## config.mk

```make
export PLATFORM = sky130hd
export DESIGN_NAME = header_length_crc8_deframer
export DESIGN_NICKNAME = d
export VERILOG_FILES = /design/src/rtl/hlcd_pkg.sv /design/src/rtl/hlcd_front.sv /design/src/rtl/hlcd_queue.sv /design/src/rtl/header_length_crc8_deframer.sv
export SDC_FILE = /design/constraint.sdc
export NUM_CORES = 1
export LEC_CHECK = 0
export ABC_AREA = 1
export ABC_CLOCK_PERIOD_IN_PS = 3200
export BUFFER_PORTS_ARGS = -buffer_cell sky130_fd_sc_hd__buf_4
export CAP_MARGIN = 20
export CORE_AREA = 2 2 136 105
export CTS_CLUSTER_DIAMETER = 60
export CTS_CLUSTER_SIZE = 20
export DETAILED_ROUTE_END_ITERATION = 6
export DIE_AREA = 0 0 138 107
export PLACE_DENSITY_LB_ADDON = 0.2
export SETUP_SLACK_MARGIN = 0.15
export SLEW_MARGIN = 5
export SYNTH_ARGS = -nofsm -noshare
export SYNTH_HDL_FRONTEND = slang
export SYNTH_SLANG_ARGS = --single-unit
```

## constraint.sdc

```tcl
create_clock -name clock -period 3.2 [get_ports clock]
set_clock_uncertainty 0.1 [all_clocks]
set_input_delay 0.48 -clock clock [delete_from_list [all_inputs] [get_ports clock]]
set_output_delay 0.48 -clock clock [all_outputs]
set_load 0.05 [all_outputs]
```

## src/rtl/hlcd_pkg.sv

```systemverilog
`timescale 1ns / 1ps
// ----------------------------------------------------------------------------
// hlcd_pkg
// Shared types, codes and helper functions of the length-prefixed deframer.
// ----------------------------------------------------------------------------
package hlcd_pkg;

   // Input beat: one received byte or an end-of-chunk marker.
   typedef struct packed {
      logic       op;
      logic [7:0] data;
   } req_type;

   // Output beat: one stray or frame byte.
   typedef struct packed {
      logic       kind;
      logic [7:0] byte_out;
      logic       last;
      logic       crc_ok;
   } rsp_type;

   // Up to two results written into the queue for one accepted item.
   // The second slot is only used together with the first.
   typedef struct packed {
      logic    first_valid;
      logic    second_valid;
      rsp_type first;
      rsp_type second;
   } q_wr_type;

   localparam logic OP_BYTE  = 1'b0;
   localparam logic OP_FLUSH = 1'b1;

   localparam logic KIND_STRAY = 1'b0;
   localparam logic KIND_FRAME = 1'b1;

   localparam logic CSR_MIN_LEN = 1'b0;
   localparam logic CSR_MAX_LEN = 1'b1;

   localparam logic [7:0] MIN_LEN_RESET   = 8'd5;
   localparam logic [7:0] MAX_LEN_RESET   = 8'd128;
   localparam logic [7:0] FRAME_LEN_FLOOR = 8'd3;

   localparam logic [7:0] HDR_A = 8'hFA;
   localparam logic [7:0] HDR_B = 8'hFB;
   localparam logic [7:0] HDR_C = 8'hFC;

   // Reflected CRC-8/MAXIM polynomial.
   localparam logic [7:0] CRC_POLY = 8'h8C;

   function automatic logic is_header(input logic [7:0] b);
      return (b == HDR_A) || (b == HDR_B) || (b == HDR_C);
   endfunction

   function automatic logic [7:0] crc8_step(input logic [7:0] crc, input logic [7:0] b);
      logic [7:0] c;
      c = crc ^ b;
      for (int i = 0; i < 8; i++) begin
         c = c[0] ? ((c >> 1) ^ CRC_POLY) : (c >> 1);
      end
      return c;
   endfunction

endpackage

```

## src/rtl/hlcd_front.sv

```systemverilog
`timescale 1ns / 1ps
// ----------------------------------------------------------------------------
// hlcd_front
// Parser front end: holds framing state and configuration, classifies each
// accepted beat and writes its results into the result queue.
// ----------------------------------------------------------------------------
module hlcd_front (
   input  logic              clock,
   input  logic              reset,
   input  logic              csr_valid,
   input  logic              csr_index,
   input  logic [7:0]        csr_wdata,
   input  logic              req_valid,
   input  hlcd_pkg::req_type req_data,
   input  logic              room,
   output logic              req_ready,
   output hlcd_pkg::q_wr_type wr
);

   typedef enum logic [1:0] {
      PH_HUNT,
      PH_LEN,
      PH_BODY
   } phase_type;

   phase_type  phase_ff, phase_in;
   logic [7:0] min_len_ff, max_len_ff;
   logic [7:0] held_header_ff, held_header_in;
   logic [7:0] held_crc_ff, held_crc_in;
   logic [7:0] frame_len_ff, frame_len_in;
   logic [7:0] seen_ff, seen_in;
   logic [7:0] crc_ff, crc_in;
   logic [7:0] pend_ff, pend_in;
   logic       pend_valid_ff, pend_valid_in;
   logic       accept;
   logic [7:0] b;
   logic [7:0] seen_next;
   logic       len_ok;
   hlcd_pkg::rsp_type r0, r1;
   logic       v0, v1;

   assign req_ready = room;
   assign accept    = req_valid && room;
   assign b         = req_data.data;
   assign seen_next = seen_ff + 8'd1;
   assign len_ok    = (b >= hlcd_pkg::FRAME_LEN_FLOOR) && (b >= min_len_ff)
                      && (b <= max_len_ff);

   always_comb begin
      phase_in       = phase_ff;
      held_header_in = held_header_ff;
      held_crc_in    = held_crc_ff;
      frame_len_in   = frame_len_ff;
      seen_in        = seen_ff;
      crc_in         = crc_ff;
      pend_in        = pend_ff;
      pend_valid_in  = pend_valid_ff;
      v0 = 1'b0;
      v1 = 1'b0;
      r0 = '{kind: hlcd_pkg::KIND_STRAY, byte_out: pend_ff, last: 1'b0, crc_ok: 1'b0};
      r1 = '{kind: hlcd_pkg::KIND_FRAME, byte_out: b, last: 1'b0, crc_ok: 1'b0};
      if (req_data.op == hlcd_pkg::OP_FLUSH) begin
         // close the held stray run
         v0            = pend_valid_ff;
         r0.last       = 1'b1;
         pend_valid_in = 1'b0;
         pend_in       = '0;
      end else begin
         case (phase_ff)
            PH_LEN: begin
               if (len_ok) begin
                  v0          = 1'b1;
                  v1          = 1'b1;
                  r0.kind     = hlcd_pkg::KIND_FRAME;
                  r0.byte_out = held_header_ff;
                  crc_in      = hlcd_pkg::crc8_step(held_crc_ff, b);
                  frame_len_in = b;
                  seen_in     = 8'd2;
                  phase_in    = PH_BODY;
               end else begin
                  // header becomes stray; no stray is held in this phase
                  v0          = 1'b1;
                  r0.byte_out = held_header_ff;
                  if (hlcd_pkg::is_header(b)) begin
                     r0.last        = 1'b1;
                     held_header_in = b;
                     held_crc_in    = hlcd_pkg::crc8_step(8'd0, b);
                     pend_valid_in  = 1'b0;
                     pend_in        = '0;
                  end else begin
                     pend_in       = b;
                     pend_valid_in = 1'b1;
                     phase_in      = PH_HUNT;
                  end
               end
            end
            PH_BODY: begin
               v0          = 1'b1;
               r0.kind     = hlcd_pkg::KIND_FRAME;
               r0.byte_out = b;
               if (seen_next >= frame_len_ff) begin
                  r0.last   = 1'b1;
                  r0.crc_ok = (crc_ff == b);
                  phase_in  = PH_HUNT;
                  seen_in   = '0;
                  crc_in    = '0;
               end else begin
                  crc_in  = hlcd_pkg::crc8_step(crc_ff, b);
                  seen_in = seen_next;
               end
            end
            default: begin
               v0 = pend_valid_ff;
               if (hlcd_pkg::is_header(b)) begin
                  r0.last        = 1'b1;
                  pend_valid_in  = 1'b0;
                  pend_in        = '0;
                  held_header_in = b;
                  held_crc_in    = hlcd_pkg::crc8_step(8'd0, b);
                  phase_in       = PH_LEN;
               end else begin
                  pend_in       = b;
                  pend_valid_in = 1'b1;
                  phase_in      = PH_HUNT;
               end
            end
         endcase
      end
   end

   assign wr.first_valid  = accept && v0;
   assign wr.second_valid = accept && v1;
   assign wr.first        = r0;
   assign wr.second       = r1;

   always_ff @(posedge clock) begin
      if (reset) begin
         phase_ff       <= PH_HUNT;
         min_len_ff     <= hlcd_pkg::MIN_LEN_RESET;
         max_len_ff     <= hlcd_pkg::MAX_LEN_RESET;
         held_header_ff <= '0;
         held_crc_ff    <= '0;
         frame_len_ff   <= '0;
         seen_ff        <= '0;
         crc_ff         <= '0;
         pend_ff        <= '0;
         pend_valid_ff  <= 1'b0;
      end else begin
         if (csr_valid) begin
            if (csr_index == hlcd_pkg::CSR_MIN_LEN) begin
               min_len_ff <= csr_wdata;
            end else begin
               max_len_ff <= csr_wdata;
            end
         end
         if (accept) begin
            phase_ff       <= phase_in;
            held_header_ff <= held_header_in;
            held_crc_ff    <= held_crc_in;
            frame_len_ff   <= frame_len_in;
            seen_ff        <= seen_in;
            crc_ff         <= crc_in;
            pend_ff        <= pend_in;
            pend_valid_ff  <= pend_valid_in;
         end
      end
   end

endmodule

```

## src/rtl/hlcd_queue.sv

```systemverilog
`timescale 1ns / 1ps
// ----------------------------------------------------------------------------
// hlcd_queue
// Result queue: takes up to two results a cycle, hands out one a cycle while rsp_ready is high.
// ----------------------------------------------------------------------------
module hlcd_queue #(
   parameter int DEPTH = 4
) (
   input  logic                          clock,
   input  logic                          reset,
   input  hlcd_pkg::q_wr_type            wr,
   input  logic                          rsp_ready,
   output logic                          rsp_valid,
   output hlcd_pkg::rsp_type             rsp_data,
   output logic                          room,
   output logic [$clog2(DEPTH+1)-1:0]    level
);

   localparam int PTR_W = $clog2(DEPTH);
   localparam int CNT_W = $clog2(DEPTH + 1);

   hlcd_pkg::rsp_type mem [DEPTH];
   logic [PTR_W-1:0] wr_ptr_ff, wr_ptr_in;
   logic [PTR_W-1:0] rd_ptr_ff, rd_ptr_in;
   logic [PTR_W-1:0] wr_ptr_plus1;
   logic [CNT_W-1:0] count_ff, count_in;
   logic [CNT_W-1:0] push_n;
   logic             pop;

   function automatic logic [PTR_W-1:0] ptr_inc(input logic [PTR_W-1:0] p);
      if (p == PTR_W'(DEPTH - 1)) begin
         return '0;
      end
      return p + 1'b1;
   endfunction

   assign wr_ptr_plus1 = ptr_inc(wr_ptr_ff);
   assign rsp_valid    = (count_ff != '0);
   assign rsp_data     = mem[rd_ptr_ff];
   assign pop          = rsp_valid && rsp_ready;
   assign room         = (count_ff <= CNT_W'(DEPTH - 2));
   assign level        = count_ff;
   assign push_n       = CNT_W'(wr.first_valid) + CNT_W'(wr.second_valid);
   assign count_in     = count_ff + push_n - CNT_W'(pop);
   assign rd_ptr_in    = pop ? ptr_inc(rd_ptr_ff) : rd_ptr_ff;

   always_comb begin
      wr_ptr_in = wr_ptr_ff;
      if (wr.second_valid) begin
         wr_ptr_in = ptr_inc(wr_ptr_plus1);
      end else if (wr.first_valid) begin
         wr_ptr_in = wr_ptr_plus1;
      end
   end

   always_ff @(posedge clock) begin
      if (wr.first_valid) begin
         mem[wr_ptr_ff] <= wr.first;
      end
      if (wr.second_valid) begin
         mem[wr_ptr_plus1] <= wr.second;
      end
   end

   always_ff @(posedge clock) begin
      if (reset) begin
         wr_ptr_ff <= '0;
         rd_ptr_ff <= '0;
         count_ff  <= '0;
      end else begin
         wr_ptr_ff <= wr_ptr_in;
         rd_ptr_ff <= rd_ptr_in;
         count_ff  <= count_in;
      end
   end

endmodule

```

## src/rtl/header_length_crc8_deframer.sv

```systemverilog
`timescale 1ns / 1ps
// Each result of an accepted beat is queued and leaves on rsp as its own beat.
// Throughput: one req beat per cycle while the queue has room for two results;
//   rsp delivers one result per cycle from the queue while rsp_ready is high.
// Reset (synchronous, active high): hunting, no stray held, queue empty,
//   min_frame_len 5, max_frame_len 128.
// ----------------------------------------------------------------------------
// header_length_crc8_deframer
// Length-prefixed byte-stream deframer with CRC-8/MAXIM check on the last
// frame byte; bytes outside frames leave as stray runs.
// ----------------------------------------------------------------------------
module header_length_crc8_deframer #(
   parameter int QUEUE_DEPTH = 4
) (
   input  logic              clock,
   input  logic              reset,
   // configuration write channel
   input  logic              csr_valid,
   output logic              csr_ready,
   input  logic              csr_index,
   input  logic [7:0]        csr_wdata,
   // received beats
   input  logic              req_valid,
   output logic              req_ready,
   input  hlcd_pkg::req_type req_data,
   // deframed beats
   output logic              rsp_valid,
   input  logic              rsp_ready,
   output hlcd_pkg::rsp_type rsp_data
);

   localparam int CNT_W = $clog2(QUEUE_DEPTH + 1);

   hlcd_pkg::q_wr_type q_wr;
   logic               q_room;
   logic [CNT_W-1:0]   q_level;

   // Configuration writes go straight into registers; never stall them.
   assign csr_ready = 1'b1;

   // Front end: track phase, length, CRC and the held stray byte. Stall
   // the input whenever the queue cannot take two more results.
   hlcd_front u_front (
      .clock     (clock),
      .reset     (reset),
      .csr_valid (csr_valid),
      .csr_index (csr_index),
      .csr_wdata (csr_wdata),
      .req_valid (req_valid),
      .req_data  (req_data),
      .room      (q_room),
      .req_ready (req_ready),
      .wr        (q_wr)
   );

   // Back end: buffer results and drain them one beat a cycle while rsp_ready
   // is high, so an rsp stall does not block intake until the queue fills.
   hlcd_queue #(
      .DEPTH (QUEUE_DEPTH)
   ) u_queue (
      .clock     (clock),
      .reset     (reset),
      .wr        (q_wr),
      .rsp_ready (rsp_ready),
      .rsp_valid (rsp_valid),
      .rsp_data  (rsp_data),
      .room      (q_room),
      .level     (q_level)
   );

   // Queue never overflows.
   assert property (@(posedge clock) disable iff (reset)
      q_level <= CNT_W'(QUEUE_DEPTH))
      else $error("result queue overflow");

   // A second result is only written alongside a first.
   assert property (@(posedge clock) disable iff (reset)
      q_wr.second_valid |-> q_wr.first_valid)
      else $error("second queue slot written alone");

   // CRC status only appears on the last byte of a frame.
   assert property (@(posedge clock) disable iff (reset)
      (rsp_valid && rsp_data.crc_ok) |->
         (rsp_data.kind == hlcd_pkg::KIND_FRAME) && rsp_data.last)
      else $error("crc_ok outside frame end");

   // An accepted beat writes results in the same cycle; the queue is
   // non-empty on the next edge.
   assert property (@(posedge clock) disable iff (reset)
      q_wr.first_valid |=> rsp_valid)
      else $error("written result not visible");

endmodule
```

==> summary.md <==
| Metric | Value |
|---|---|
| Area of the multi-input gates | 3856 sq um |
| Post-Layout Cell Count | 1263 |
| Routed vias/inst | 5.371 |
| Seq cells post-synth | 120 |
| Global-route wire length before repair | 31020 um |
| Share of cells above drive strength 1 | 12.13% |
| P&R area growth vs syn | 14.21% |
| Final Cycle Share | 88.82% |
| Post-Route WL | 19070 um |
| Crit path depth | 17 |
| Register area | 2723 sq um |
| Sum Neg Setup Slack | 0 ns |
| Drt pass-1 iters | 5 |
| Syn avg cell area | 7.137 sq um |
| Final setup vio count | 0 |
| Worst r2r path cells | 17 |
| CP Cell Sequence | inv_1, ha_1, nand2_1, nor2_1, nor2_1, nand2_1, nand2_1, a21oi_2, nand4_2, inv_6, ha_1, inv_1, ha_1, inv_1, fa_1, o21ai_1, a21oi_1 |
| CP Class | flop to flop |
| Die area | 14770 sq um |
| Worst setup EP type | flop |
| GRT met1 Usage | 39.40% |
| PortBufs | 35 |
| I/O Pins | 37 |
| Grt met3 use | 5.047% |
| Arrival @ worst endpoint | 3.05 ns |
| RSZ-0062 raised after global routing | true |
| Worst hold path depth | 3 |
| Antenna diode count | 0 |
| Root Buffer | clkbuf_16 |
| Final hold violations | 0 |
| P_int | 0.003343 W |
| Switching Share | 36.10% |
| Yosys top cell area share | 23.90% |
| Largest net degree at the start of global routing | 38 |
| Final HPWL DP | 13850 um |
| DR DRC count | 0 |
| Final net count | 1140 |
| Clock power share | 37.3% |
| Yosys Warn Count | 0 |
| Slew HR | 56.55% |
| Vias | 6783 |
| Met2 Resource Use GR | 39.53% |
| Row cnt | 37 |
| Worst Path Buf+Inv | 4 |
| Sequential group share of total power | 33.6% |
| Synth Flop Type | dfxtp_1 |
| Tightest Pin Transition | 0.6510 ns |
| Cell taking the most area after synthesis | dfxtp_1 |
| Worst Setup Start Kind | flop |
| Vias in the first global route | 6063 |
| Area contributors post-synth | dfxtp_1 24%, nand2_1 16%, edfxtp_1 13%, ha_1 7.0%, inv_1 6.9% |
| Slew Viols, Final | 0 |
| Pleak | 4.064 nW |
| Hold WC Path Type | primary input to flop |
| GR peak layer | met2 |
| Status | complete, no violations |
| Maxcap violations | 0 |
| H-tree level count | 4 |
| Count of unique library cells instantiated by Yosys | 43 |
| Mapped Cells | 1033 |
| CP required | 3.41 ns |
| Post-Place Cells | 1230 |
| Grt ovf | 0 |
| Die Width | 138 um |
| Sequential area share after synthesis | 36.93% |
| Remaining antenna violation count after routing | 0 |
| CP max-delay cell | fa_1 |
| Die Y-Extent | 107 um |
| Max clock buf depth | 2 |
| TritonCTS clock tree | done |
| Peak supply drop | 0.4097 mV |
| Global Route Usage Sum | 26.53% |
| Asr flop ratio synth | 0% |
| Layout Utilization | 62.71% |
| Initial Util | 54.91% |
| Cell Area, Placed | 7806 sq um |
| Mapped Nets | 1098 |
| Switch Pwr | 0.001889 W |
| Hold-fix buffers, CTS | 0 |
| Tmin final | 2.842 ns |
| Detailed-route wire length per cell | 15.10 um |
| Fillers | 1205 |
| Share of power burned in combinational logic | 29.1% |
| Fmax | 351.8 MHz |
| Clock sinks | 120 |
| Post-synth EDFFs | 32 |
| Critical path's largest stage delay | 0.43 ns |
| Core Area | 13430 sq um |
| Power per Cell Area | 621.4 nW/um^2 |
| Final instance area | 8419 sq um |
| Worst-Skew Late Latency | 0.43 ns |
| Top delay family on crit path | adder cells |
| Antenna violations before repair | 0 |
| Initial DRC count | 601 |
| Crit-path max FO | 3 |
| CTS clk-pin slew, worst paths | 0.06 ns |
| Post-Synthesis Cell Area | 7372 sq um |
| RD Place Congestion | 0.9336 |
| Total CTS buffers | 17 |
==> tightest hold or removal path, delay by kind of cell <==
family | cells | cell delay [ns]
buf+inv | 1 | 0.08
simple gates | 2 | 0.11
==> kinds of logic after synthesis <==
group	Yosys count	synth area share, %
other	1	0.05087
buffers and inverters	184	10.83
adders and majority gates	42	7.230
AOI/OAI and AO/OA	144	10.83
DFF	120	36.93
and+or+nand+nor	508	29.99
xor gates and xnor gates	34	4.141
==> metrics by stage <==
| step | power [W] | setup WS (ns) | hold slack (ns) |
|---|---|---|---|
| after floorplan | 0.002865 | 0.1503 | 0.3329 |
| after global placement | 0.003273 | 0.2051 | 0.3474 |
| after detailed placement | 0.003296 | 0.1295 | 0.3490 |
| after CTS | 0.005241 | 0.3557 | 0.1787 |
| after global routing | 0.005490 | 0.1427 | 0.1960 |
| final | 0.005232 | 0.3576 | 0.1879 |
==> power groups by stage <==
stage | logic (W) | clock network [W] | registers (W)
floorplan | 0.00110 | 0 | 0.00176
global placement | 0.00148 | 0 | 0.00179
detailed placement | 0.00150 | 0 | 0.00179
CTS | 0.00152 | 0.00196 | 0.00176
global route | 0.00167 | 0.00204 | 0.00178
finish | 0.00152 | 0.00195 | 0.00176
==> path summary, 6_finish.rpt <==
| path | slack, ns | endpoint | startpoint |
|---|---|---|---|
| setup / recovery | 0.36 | u_queue.level[2] | u_front.min_len_ff[3] |
| setup reg to reg | 0.36 | u_queue.level[2] | u_front.min_len_ff[3] |
| hold / removal | 0.19 | u_front.min_len_ff[0] | csr_wdata[0] |
| hold reg to reg | 0.36 | u_front.pend_ff[0] | u_front.pend_ff[0] |
==> flip-flops by register name (all words and copies together) (netlist names), 8 cells and up, named ones only <==
| signal | count |
|---|---|
| u_queue.mem | 44 |
| u_front.crc_ff | 8 |
| u_front.frame_len_ff | 8 |
| u_front.held_crc_ff | 8 |
| u_front.held_header_ff | 8 |
| u_front.max_len_ff | 8 |
| u_front.min_len_ff | 8 |
| u_front.pend_ff | 8 |
| u_front.seen_ff | 8 |
==> final cells by class <==
type | instances | area share (%)
multi-input cells | 729 | 45.80
inverters | 146 | 6.687
well taps | 175 | 2.601
repair buffers | 61 | 5.439
flip-flops and latches | 120 | 32.34
clock buffers | 19 | 5.409
clock inverters | 13 | 1.724
==> cell usage after synthesis, types with 3 or more instances <==
master	count
buf_4	9
o21ai_1	4
a21oi_1	59
o22ai_1	11
xnor2_1	8
inv_2	5
dfxtp_1	88
nor3_1	6
buf_2	6
ha_1	41
o221ai_1	8
nor2_8	3
a21oi_2	3
o21ai_0	52
nand4_1	23
buf_6	5
inv_4	3
nand3_1	52
inv_1	135
nor2_1	88
nand2_2	3
nand2_1	313
nor2_2	6
edfxtp_1	32
xor2_1	25
clkbuf_1	15
nor2_4	8
==> routing by layer <==
| layer | vias up | share of wire (%) |
|---|---|---|
| met5 | - | 0 |
| met4 | 0 | 1.2 |
| met3 | 26 | 8.1 |
| met2 | 254 | 42 |
| met1 | 3108 | 49 |
| li1 | 3395 | - |
==> cells in the final DEF, fill, tap and decap left out, drive strengths merged <==
cell type and count:
a21o 2, a21oi 62, buf 61, bufinv 2, clkbuf 19, clkinv 7
clkinvlp 4, conb 1, dfxtp 88, edfxtp 32, fa 1, ha 41
inv 146, nand2 316, nand3 53, nand3b 2, nand4 24, nor2 105
nor3 6, nor4 2, o211a 1, o211ai 2, o21ai 58, o221ai 8
o22ai 11, xnor2 8, xor2 26
==> timing repair <==
item	in CTS	in global routing
setup buffers	0	1
setup endpoints to repair	0	19
resized for setup	0	1
endpoints found under the hold margin	0	0
(Power assumes the default switching activity.)
